[config.mk]
export PLATFORM = sky130hd
export DESIGN_NAME = frac_n_pll_setting_calc
export DESIGN_NICKNAME = d
export VERILOG_FILES = /design/src/rtl/fnpll_pkg.sv /design/src/rtl/fnpll_front.sv /design/src/rtl/fnpll_div.sv /design/src/rtl/frac_n_pll_setting_calc.sv
export SDC_FILE = /design/constraint.sdc
export NUM_CORES = 2
export LEC_CHECK = 0
export BUFFER_PORTS_ARGS = -buffer_cell sky130_fd_sc_hd__buf_2
export CAP_MARGIN = 0
export CORE_MARGIN = 3
export CORE_UTILIZATION = 65
export DETAILED_ROUTE_END_ITERATION = 8
export PLACE_DENSITY = 0.84
export SLEW_MARGIN = 10
export SYNTH_ARGS = -nofsm -noshare
export SYNTH_HDL_FRONTEND = slang
export SYNTH_HIERARCHICAL = 1
export SYNTH_SLANG_ARGS = --single-unit
export TNS_END_PERCENT = 5
[constraint.sdc]
create_clock -name aclk -period 28.4 [get_ports aclk]
set_input_delay 0 -clock aclk [delete_from_list [all_inputs] [get_ports aclk]]
set_output_delay 0 -clock aclk [all_outputs]
set_load 0.02 [all_outputs]
[src/rtl/fnpll_pkg.sv]
// Shared constants, tables and types for the fractional-N PLL setting calculator.
`default_nettype none
package fnpll_pkg;

    localparam int FRAC_BITS  = 18;
    localparam int TARGET_W   = 22;
    localparam int XTAL_W     = 16;
    localparam int LIMIT_W    = 22;
    localparam int CFG_DATA_W = 22;
    localparam int CFG_IDX_W  = 3;
    localparam int VCO_W      = TARGET_W + 4;
    localparam int SCALED_W   = VCO_W + 1;
    localparam int QUO_W      = SCALED_W + FRAC_BITS;
    localparam int DIV_STEP   = 8;
    localparam int DIV_STAGES = (QUO_W + DIV_STEP - 1) / DIV_STEP;
    localparam int DIVD_W     = DIV_STAGES * DIV_STEP;
    localparam int REM_W      = XTAL_W + 1;
    localparam int NINT_W     = 9;
    localparam int NFRAC_W    = 18;

    // Register indexes
    localparam logic [CFG_IDX_W-1:0] REG_XTAL_KHZ   = 3'd0;
    localparam logic [CFG_IDX_W-1:0] REG_REF_DOUBLE = 3'd1;
    localparam logic [CFG_IDX_W-1:0] REG_LIMIT_16   = 3'd2;
    localparam logic [CFG_IDX_W-1:0] REG_LIMIT_8    = 3'd3;
    localparam logic [CFG_IDX_W-1:0] REG_LIMIT_4    = 3'd4;

    localparam logic [XTAL_W-1:0]  XTAL_RESET     = 16'd30000;
    localparam logic               DOUBLER_RESET  = 1'b1;
    localparam logic [LIMIT_W-1:0] LIMIT_16_RESET = 22'd299000;
    localparam logic [LIMIT_W-1:0] LIMIT_8_RESET  = 22'd596000;
    localparam logic [LIMIT_W-1:0] LIMIT_4_RESET  = 22'd1191000;

    // Post-divider codes
    localparam logic [1:0] PDIV_P16 = 2'd3;
    localparam logic [1:0] PDIV_P8  = 2'd2;
    localparam logic [1:0] PDIV_P4  = 2'd1;
    localparam logic [1:0] PDIV_P2  = 2'd0;

    localparam logic [NINT_W-1:0] N_ZERO_XTAL = 9'h1FF;

    // Divide by 1000 through a reciprocal, exact for dividends below 2^24
    localparam int               PROD_W      = 47;
    localparam logic [23:0]      RECIP_M     = 24'd8589935;
    localparam int               RECIP_SHIFT = 33;
    localparam int               CVAL_W      = 14;
    localparam logic [1:0]       CUTOFF_MUL  = 2'd3;

    localparam int BAND_COUNT   = 7;
    localparam int CUTOFF_COUNT = 32;
    localparam int CUTOFF_IDX_W = 5;

    localparam logic [VCO_W-1:0] BAND_UPPER [BAND_COUNT] = '{
        26'd2472000, 26'd2700000, 26'd3021000, 26'd3387000,
        26'd3845000, 26'd4394000, 26'd4760000
    };
    localparam logic [2:0] BAND_PUMP [BAND_COUNT] = '{
        3'd0, 3'd1, 3'd2, 3'd3, 3'd5, 3'd6, 3'd7
    };
    localparam logic [CVAL_W-1:0] CUTOFF_MHZ [CUTOFF_COUNT] = '{
        14'd6796, 14'd5828, 14'd4778, 14'd4118, 14'd3513, 14'd3136, 14'd2794, 14'd2562,
        14'd2331, 14'd2169, 14'd2006, 14'd1890, 14'd1771, 14'd1680, 14'd1586, 14'd1514,
        14'd1433, 14'd1374, 14'd1310, 14'd1262, 14'd1208, 14'd1167, 14'd1122, 14'd1087,
        14'd1049, 14'd1018, 14'd983,  14'd956,  14'd926,  14'd902,  14'd875,  14'd854
    };

    typedef struct packed {
        logic [1:0]              pdiv_code;
        logic [2:0]              pump;
        logic [CUTOFF_IDX_W-1:0] cutoff;
        logic                    over;
        logic                    clamped;
    } side_t;

endpackage
`default_nettype wire

[src/rtl/fnpll_front.sv]
// Front stages: post-divider select, VCO scaling, pump band and cutoff lookup.
`default_nettype none
module fnpll_front (
    input  wire                               aclk,
    input  wire                               aresetn,
    input  wire                               in_valid,
    output logic                              in_ready,
    input  wire  [fnpll_pkg::TARGET_W-1:0]    in_target,
    input  wire                               ref_doubler,
    input  wire  [fnpll_pkg::LIMIT_W-1:0]     limit_16,
    input  wire  [fnpll_pkg::LIMIT_W-1:0]     limit_8,
    input  wire  [fnpll_pkg::LIMIT_W-1:0]     limit_4,
    output logic                              out_valid,
    input  wire                               out_ready,
    output logic [fnpll_pkg::SCALED_W-1:0]    out_scaled,
    output fnpll_pkg::side_t                  out_side
);

    logic                             v1_reg, v2_reg;
    logic                             rdy1, rdy2;
    logic [fnpll_pkg::TARGET_W-1:0]   target_reg;
    logic [1:0]                       code_reg, code_next;
    logic [fnpll_pkg::PROD_W-1:0]     prod_reg, prod_next;
    logic [fnpll_pkg::SCALED_W-1:0]   scaled_reg, scaled_next;
    fnpll_pkg::side_t                 side_reg, side_next;
    logic [23:0]                      triple;
    logic [47:0]                      prod_full;
    logic [fnpll_pkg::VCO_W-1:0]      vco;
    logic [fnpll_pkg::CVAL_W-1:0]     cval;
    logic [5:0]                       count;

    assign rdy2     = !v2_reg || out_ready;
    assign rdy1     = !v1_reg || rdy2;
    assign in_ready = rdy1;

    // Stage 1: threshold compare and reciprocal multiply for 3*target/1000
    always_comb begin
        if (in_target <= limit_16)     code_next = fnpll_pkg::PDIV_P16;
        else if (in_target <= limit_8) code_next = fnpll_pkg::PDIV_P8;
        else if (in_target <= limit_4) code_next = fnpll_pkg::PDIV_P4;
        else                           code_next = fnpll_pkg::PDIV_P2;
        triple    = {2'b00, in_target} * {22'd0, fnpll_pkg::CUTOFF_MUL};
        prod_full = triple * fnpll_pkg::RECIP_M;
        prod_next = prod_full[fnpll_pkg::PROD_W-1:0];
    end

    // Stage 2: VCO, band search, cutoff search
    always_comb begin
        vco = ({4'b0000, target_reg} << code_reg) << 1;
        scaled_next = {1'b0, vco} << ref_doubler;
        side_next.pdiv_code = code_reg;
        side_next.pump      = fnpll_pkg::BAND_PUMP[fnpll_pkg::BAND_COUNT-1];
        side_next.over      = 1'b1;
        for (int i = fnpll_pkg::BAND_COUNT - 1; i >= 0; i--) begin
            if (vco <= fnpll_pkg::BAND_UPPER[i]) begin
                side_next.pump = fnpll_pkg::BAND_PUMP[i];
                side_next.over = 1'b0;
            end
        end
        cval  = prod_reg[fnpll_pkg::PROD_W-1:fnpll_pkg::RECIP_SHIFT];
        count = '0;
        for (int i = 0; i < fnpll_pkg::CUTOFF_COUNT; i++) begin
            count = count + {5'd0, (cval <= fnpll_pkg::CUTOFF_MHZ[i])};
        end
        if (count == 6'd0) begin
            side_next.cutoff  = '0;
            side_next.clamped = 1'b1;
        end else if (count == 6'd32) begin
            side_next.cutoff  = '1;
            side_next.clamped = 1'b1;
        end else begin
            side_next.cutoff  = 5'(count - 6'd1);
            side_next.clamped = 1'b0;
        end
    end

    always_ff @(posedge aclk) begin
        if (!aresetn) begin
            v1_reg <= 1'b0;
            v2_reg <= 1'b0;
        end else begin
            if (rdy1) v1_reg <= in_valid;
            if (rdy2) v2_reg <= v1_reg;
        end
        if (rdy1 && in_valid) begin
            target_reg <= in_target;
            code_reg   <= code_next;
            prod_reg   <= prod_next;
        end
        if (rdy2 && v1_reg) begin
            scaled_reg <= scaled_next;
            side_reg   <= side_next;
        end
    end

    assign out_valid  = v2_reg;
    assign out_scaled = scaled_reg;
    assign out_side   = side_reg;

endmodule
`default_nettype wire

[src/rtl/fnpll_div.sv]
// Pipelined restoring divider, several quotient bits per stage, side data carried along.
`default_nettype none
module fnpll_div (
    input  wire                               aclk,
    input  wire                               aresetn,
    input  wire                               in_valid,
    output logic                              in_ready,
    input  wire  [fnpll_pkg::DIVD_W-1:0]      in_dividend,
    input  wire  [fnpll_pkg::XTAL_W-1:0]      divisor,
    input  wire  fnpll_pkg::side_t            in_side,
    output logic                              out_valid,
    input  wire                               out_ready,
    output logic [fnpll_pkg::DIVD_W-1:0]      out_quotient,
    output fnpll_pkg::side_t                  out_side
);

    localparam int NS = fnpll_pkg::DIV_STAGES;
    localparam int DW = fnpll_pkg::DIVD_W;
    localparam int RW = fnpll_pkg::REM_W;

    logic [NS-1:0]    v_reg;
    logic [NS:0]      rdy;
    logic [RW-1:0]    rem_reg [NS];
    logic [DW-1:0]    dvd_reg [NS];
    logic [DW-1:0]    quo_reg [NS];
    fnpll_pkg::side_t side_reg [NS];
    logic [RW-1:0]    dsr;

    assign dsr          = {1'b0, divisor};
    assign rdy[NS]      = out_ready;
    assign in_ready     = rdy[0];

    for (genvar g = 0; g < NS; g++) begin : g_stage
        logic             v_in;
        logic [RW-1:0]    rem_in, rem_next, t_c;
        logic [DW-1:0]    dvd_in, dvd_next, quo_in, quo_next;
        fnpll_pkg::side_t side_in;

        if (g == 0) begin : g_first
            assign v_in    = in_valid;
            assign rem_in  = '0;
            assign dvd_in  = in_dividend;
            assign quo_in  = '0;
            assign side_in = in_side;
        end else begin : g_rest
            assign v_in    = v_reg[g-1];
            assign rem_in  = rem_reg[g-1];
            assign dvd_in  = dvd_reg[g-1];
            assign quo_in  = quo_reg[g-1];
            assign side_in = side_reg[g-1];
        end

        assign rdy[g] = !v_reg[g] || rdy[g+1];

        always_comb begin
            rem_next = rem_in;
            dvd_next = dvd_in;
            quo_next = quo_in;
            t_c      = '0;
            for (int k = 0; k < fnpll_pkg::DIV_STEP; k++) begin
                t_c      = {rem_next[RW-2:0], dvd_next[DW-1]};
                dvd_next = {dvd_next[DW-2:0], 1'b0};
                if (t_c >= dsr) begin
                    rem_next = t_c - dsr;
                    quo_next = {quo_next[DW-2:0], 1'b1};
                end else begin
                    rem_next = t_c;
                    quo_next = {quo_next[DW-2:0], 1'b0};
                end
            end
        end

        always_ff @(posedge aclk) begin
            if (!aresetn) begin
                v_reg[g] <= 1'b0;
            end else if (rdy[g]) begin
                v_reg[g] <= v_in;
            end
            if (rdy[g] && v_in) begin
                rem_reg[g]  <= rem_next;
                dvd_reg[g]  <= dvd_next;
                quo_reg[g]  <= quo_next;
                side_reg[g] <= side_in;
            end
        end
    end

    assign out_valid    = v_reg[NS-1];
    assign out_quotient = quo_reg[NS-1];
    assign out_side     = side_reg[NS-1];

endmodule
`default_nettype wire

[src/rtl/frac_n_pll_setting_calc.sv]
// The pipeline holds 2 front stages plus DIV_STAGES divider stages.
// One request per cycle unless stalled; the divider retires 8 quotient bits per stage.
// Any stage holds under back-pressure and empty stages fill, so nothing is lost or repeated.
// Reset (synchronous, aresetn low) clears all valid bits and loads the default registers.
`default_nettype none
module frac_n_pll_setting_calc (
    input  wire                                aclk,
    input  wire                                aresetn,
    input  wire                                cfg_we,
    input  wire  [fnpll_pkg::CFG_IDX_W-1:0]    cfg_index,
    input  wire  [fnpll_pkg::CFG_DATA_W-1:0]   cfg_wdata,
    input  wire                                s_valid,
    output logic                               s_ready,
    input  wire  [fnpll_pkg::TARGET_W-1:0]     s_target_khz,
    output logic                               m_valid,
    input  wire                                m_ready,
    output logic [1:0]                         m_pdiv_code,
    output logic [fnpll_pkg::NINT_W-1:0]       m_n_integer,
    output logic [fnpll_pkg::NFRAC_W-1:0]      m_n_fraction,
    output logic [2:0]                         m_pump_current,
    output logic [fnpll_pkg::CUTOFF_IDX_W-1:0] m_cutoff_index,
    output logic                               m_vco_over_band,
    output logic                               m_cutoff_clamped
);

    logic [fnpll_pkg::XTAL_W-1:0]   xtal_reg;
    logic                           doubler_reg;
    logic [fnpll_pkg::LIMIT_W-1:0]  limit16_reg, limit8_reg, limit4_reg;
    logic                           mid_valid, mid_ready;
    logic [fnpll_pkg::SCALED_W-1:0] mid_scaled;
    fnpll_pkg::side_t               mid_side, out_side;
    logic [fnpll_pkg::DIVD_W-1:0]   dividend, quotient;
    logic [fnpll_pkg::NFRAC_W-1:0]  frac_bits;
    logic                           xtal_zero;

    always_ff @(posedge aclk) begin
        if (!aresetn) begin
            xtal_reg    <= fnpll_pkg::XTAL_RESET;
            doubler_reg <= fnpll_pkg::DOUBLER_RESET;
            limit16_reg <= fnpll_pkg::LIMIT_16_RESET;
            limit8_reg  <= fnpll_pkg::LIMIT_8_RESET;
            limit4_reg  <= fnpll_pkg::LIMIT_4_RESET;
        end else if (cfg_we) begin
            unique case (cfg_index)
                fnpll_pkg::REG_XTAL_KHZ:   xtal_reg    <= cfg_wdata[fnpll_pkg::XTAL_W-1:0];
                fnpll_pkg::REG_REF_DOUBLE: doubler_reg <= cfg_wdata[0];
                fnpll_pkg::REG_LIMIT_16:   limit16_reg <= cfg_wdata;
                fnpll_pkg::REG_LIMIT_8:    limit8_reg  <= cfg_wdata;
                fnpll_pkg::REG_LIMIT_4:    limit4_reg  <= cfg_wdata;
                default: ;
            endcase
        end
    end

    fnpll_front u_front (
        .aclk        (aclk),
        .aresetn     (aresetn),
        .in_valid    (s_valid),
        .in_ready    (s_ready),
        .in_target   (s_target_khz),
        .ref_doubler (doubler_reg),
        .limit_16    (limit16_reg),
        .limit_8     (limit8_reg),
        .limit_4     (limit4_reg),
        .out_valid   (mid_valid),
        .out_ready   (mid_ready),
        .out_scaled  (mid_scaled),
        .out_side    (mid_side)
    );

    // Append the fraction zeros so one long division yields N and F together
    assign dividend = fnpll_pkg::DIVD_W'({mid_scaled, {fnpll_pkg::FRAC_BITS{1'b0}}});

    fnpll_div u_div (
        .aclk         (aclk),
        .aresetn      (aresetn),
        .in_valid     (mid_valid),
        .in_ready     (mid_ready),
        .in_dividend  (dividend),
        .divisor      (xtal_reg),
        .in_side      (mid_side),
        .out_valid    (m_valid),
        .out_ready    (m_ready),
        .out_quotient (quotient),
        .out_side     (out_side)
    );

    if (fnpll_pkg::FRAC_BITS >= fnpll_pkg::NFRAC_W) begin : g_frac_wide
        assign frac_bits = quotient[fnpll_pkg::NFRAC_W-1:0];
    end else begin : g_frac_narrow
        assign frac_bits = fnpll_pkg::NFRAC_W'(quotient[fnpll_pkg::FRAC_BITS-1:0]);
    end

    assign xtal_zero        = (xtal_reg == '0);
    assign m_n_integer      = xtal_zero ? fnpll_pkg::N_ZERO_XTAL
                                        : quotient[fnpll_pkg::FRAC_BITS +: fnpll_pkg::NINT_W];
    assign m_n_fraction     = xtal_zero ? '0 : frac_bits;
    assign m_pdiv_code      = out_side.pdiv_code;
    assign m_pump_current   = out_side.pump;
    assign m_cutoff_index   = out_side.cutoff;
    assign m_vco_over_band  = out_side.over;
    assign m_cutoff_clamped = out_side.clamped;

    a_full_only_when_stalled: assert property (@(posedge aclk) disable iff (!aresetn)
        !s_ready |-> (m_valid && !m_ready))
        else $error("input blocked while output not stalled");

    a_over_saturates: assert property (@(posedge aclk) disable iff (!aresetn)
        (m_valid && m_vco_over_band) |-> (m_pump_current == 3'd7))
        else $error("pump code not saturated above top band");

    a_clamp_edges: assert property (@(posedge aclk) disable iff (!aresetn)
        (m_valid && m_cutoff_clamped) |-> (m_cutoff_index == '0 || m_cutoff_index == '1))
        else $error("clamped cutoff not at a table edge");

endmodule
`default_nettype wire

==> impl_summary.md <==
Run status
The flow ran to the end, and the final reports show no timing, DRC or antenna violations.

Run
The count of maximum capacitance violations is 0.

Layout
The finished layout holds 10100 standard cells, fillers aside. After filler insertion, the fill cell instance count of the layout stands at 8476. The register with the most flip-flops in the layout has 120 of them. Once layout is complete, the utilization of the core stands at 0.704. Relative to the synthesized area, the layout overhead comes to 6.81%. The share of layout cells above drive strength 1 is 0.100. The net count of the finished layout is 9999.

Detailed routing
The number of antenna-violating nets in the routed design is 0. Detailed routing inserted a total of 66500 vias. In the routed design, unresolved DRC markers number 0. The routed design has 222000 um of wire.

After detailed routing, the average wire length per cell comes to 21.9 um. The number of violations reported at the end of detailed-routing iteration 0 is 5366. The number of optimization iterations in the first detailed-route pass is 6. The ratio of routed vias to standard cells is 6.55.

Timing
The final max-slew violation count is 0. The fmax is 37.8 MHz. The number of hold violations in the final report came to 0. At the pin with the least slew margin, the transition time is 1.09 ns. Setup violations remaining at the end of the flow were counted as 0. The clock period minus final worst setup slack is 26.48 ns. In this run the tightest slew margin relative to its limit is 0.272. Setup repair after global routing could not meet its margin everywhere.

In the finished design, the share of the clock period the worst path needs comes to 0.932. The final worst clock skew is 0.0831 ns.

CTS
The clock-pin slew on the worst setup and hold paths is 0.07 ns. The number of setup buffers added after CTS is 0. The clock tree root buffer cell is sky130_fd_sc_hd__clkbuf_16. The clock insertion delay at the later pin of the skew report is 0.74 ns. TritonCTS built the clock tree. The total CTS buffers is 59. No sink is reached through more buffers than the 3 on the longest clock path.

The number of H-tree levels is 2. The clock sink count is 499.

Floorplanning
The row count is 122. The full die area is 117000 sq um. In this run the horizontal extent of the chip is 342 um. The total area inside the core boundary comes to 111000 sq um. The floorplan step set the die height to 342 um. The starting utilization of the core area is 0.659.

The count of pins on the block boundary is 93.

Global routing
The total congestion overflow after global routing is 0. Entering global routing, the biggest net connects 109 pins. The initial antenna violation count is 6. The overall fraction of global-route tracks in use is 0.368.

The wire length of the first global-routing pass is 346000 um. The number of global-route vias before repair was 65000.

Critical path
Counting stages on the worst path, the most repeated cell is sky130_fd_sc_hd__o21ai_0. The worst setup path is of the reg2reg kind. The nature of the critical path startpoint is a flop.

The critical path's slowest cell is sky130_fd_sc_hd__o32ai_1. Data arrives at the worst endpoint at 26.91 ns. The largest single stage delay on the critical path is 0.60 ns. For the worst setup path, the data required time is 28.83 ns. Along the worst path, the maximum fanout reaches 36. The endpoint class of the critical path is a flop.

Placement
In this run the tool buffered the top-level ports with 92 buffer cells. The congestion estimate from routability-driven global placement came to 1.02. Detailed placement finished with a half-perimeter wire length of 165000 um. The number of placed instances, taps included, is 9982.

Hold path
The type of the worst min-delay path is in2reg.

Yosys
The synthesized instance count is 8473. The average footprint of a synthesized cell is 8.66 sq um. The area of the mapped netlist is 73400 sq um. The total number of yosys warnings is 6.
[cell usage in the layout, fill, tap and decap left out, drive strengths merged, types with 88 or more instances in the layout]
cell / n
ha: 1099
nand3: 169
nand4: 137
mux2i: 155
xnor2: 378
dfxtp: 91
inv: 801
nor2b: 161
a21boi: 88
o21a: 159
a21o: 253
buf: 168
a21oi: 594
xor2: 169
nand2b: 113
nand2: 668
mux2: 406
edfxtp: 408
nor2: 569
o21ai: 517
nor3: 175
fa: 239
[critical path: cells and delay by family, from the launching register on]
| kind | cells | cell delay [ns] |
|---|---|---|
| buffers and inverters | 14 | 2.74 |
| muxes | 5 | 1.56 |
| and+or+nand+nor | 23 | 5.34 |
| DFF | 1 | 0.35 |
| adders and majority gates | 8 | 2.37 |
| AOI/OAI and AO/OA | 54 | 13.78 |
[layout make-up]
cell class,instances,area (sq um),share of cell area
well taps,1488,1860,0.0238
repair buffers,221,1640,0.0209
clock buffers,68,1540,0.0197
repair inverters,1,5.00,0.0000639
inverters,796,3000,0.0382
clock inverters,42,505,0.00645
flip-flops and latches,499,14100,0.180
diodes,3,7.51,0.0000958
multi-input cells,7031,55700,0.711
[metrics by stage]
| stage | setup slack [ns] | hold slack [ns] | area, sq um | setup TNS [ns] |
|---|---|---|---|---|
| 5_1_grt | -0.0388 | 0.130 | 78400 | -0.0388 |
| 4_1_cts | 1.36 | 0.0310 | 78300 | 0 |
| 2_1_floorplan | 2.44 | 0.0989 | 73500 | 0 |
| 3_5_place_dp | 1.52 | 0.262 | 75700 | 0 |
| 6_report | 1.92 | 0.0987 | 78400 | 0 |
| 3_3_place_gp | 1.97 | 0.244 | 75700 | 0 |
[routing by layer]
metal,share of wire,GRT usage,up-vias,routed length [um]
li1,-,-,31100,-
met1,0.39,0.447,31300,85600
met2,0.46,0.612,3080,102000
met3,0.082,0.0570,983,18200
met4,0.074,0.231,4,16500
met5,0.00014,0,-,31
[worst paths after layout]
kind / start / endpoint / slack, ns / depth (start not counted)
max: xtal_reg[9]$_SDFFE_PN0P_ / u_div/rem_reg[2][1]$_DFFE_PP_ / 1.92 / 104
min: cfg_wdata[4] / limit16_reg[4]$_SDFFE_PN1P_ / 0.1 / 4
max reg2reg: xtal_reg[9]$_SDFFE_PN0P_ / u_div/rem_reg[2][1]$_DFFE_PP_ / 1.92 / 104
min reg2reg: u_front/out_scaled[13]$_DFFE_PP_ / u_div/dvd_reg[0][31]$_DFFE_PP_ / 0.36 / 0
[timing repair]
item,in CTS,in global routing
hold buffers,53,0
hold endpoints to repair,109,0
endpoints found under the setup margin,0,51
gates resized for setup,0,18
Power is left out: the tool's default activity adds up to more than one toggle a clock period on the data nets, which glitch-free logic cannot reach.
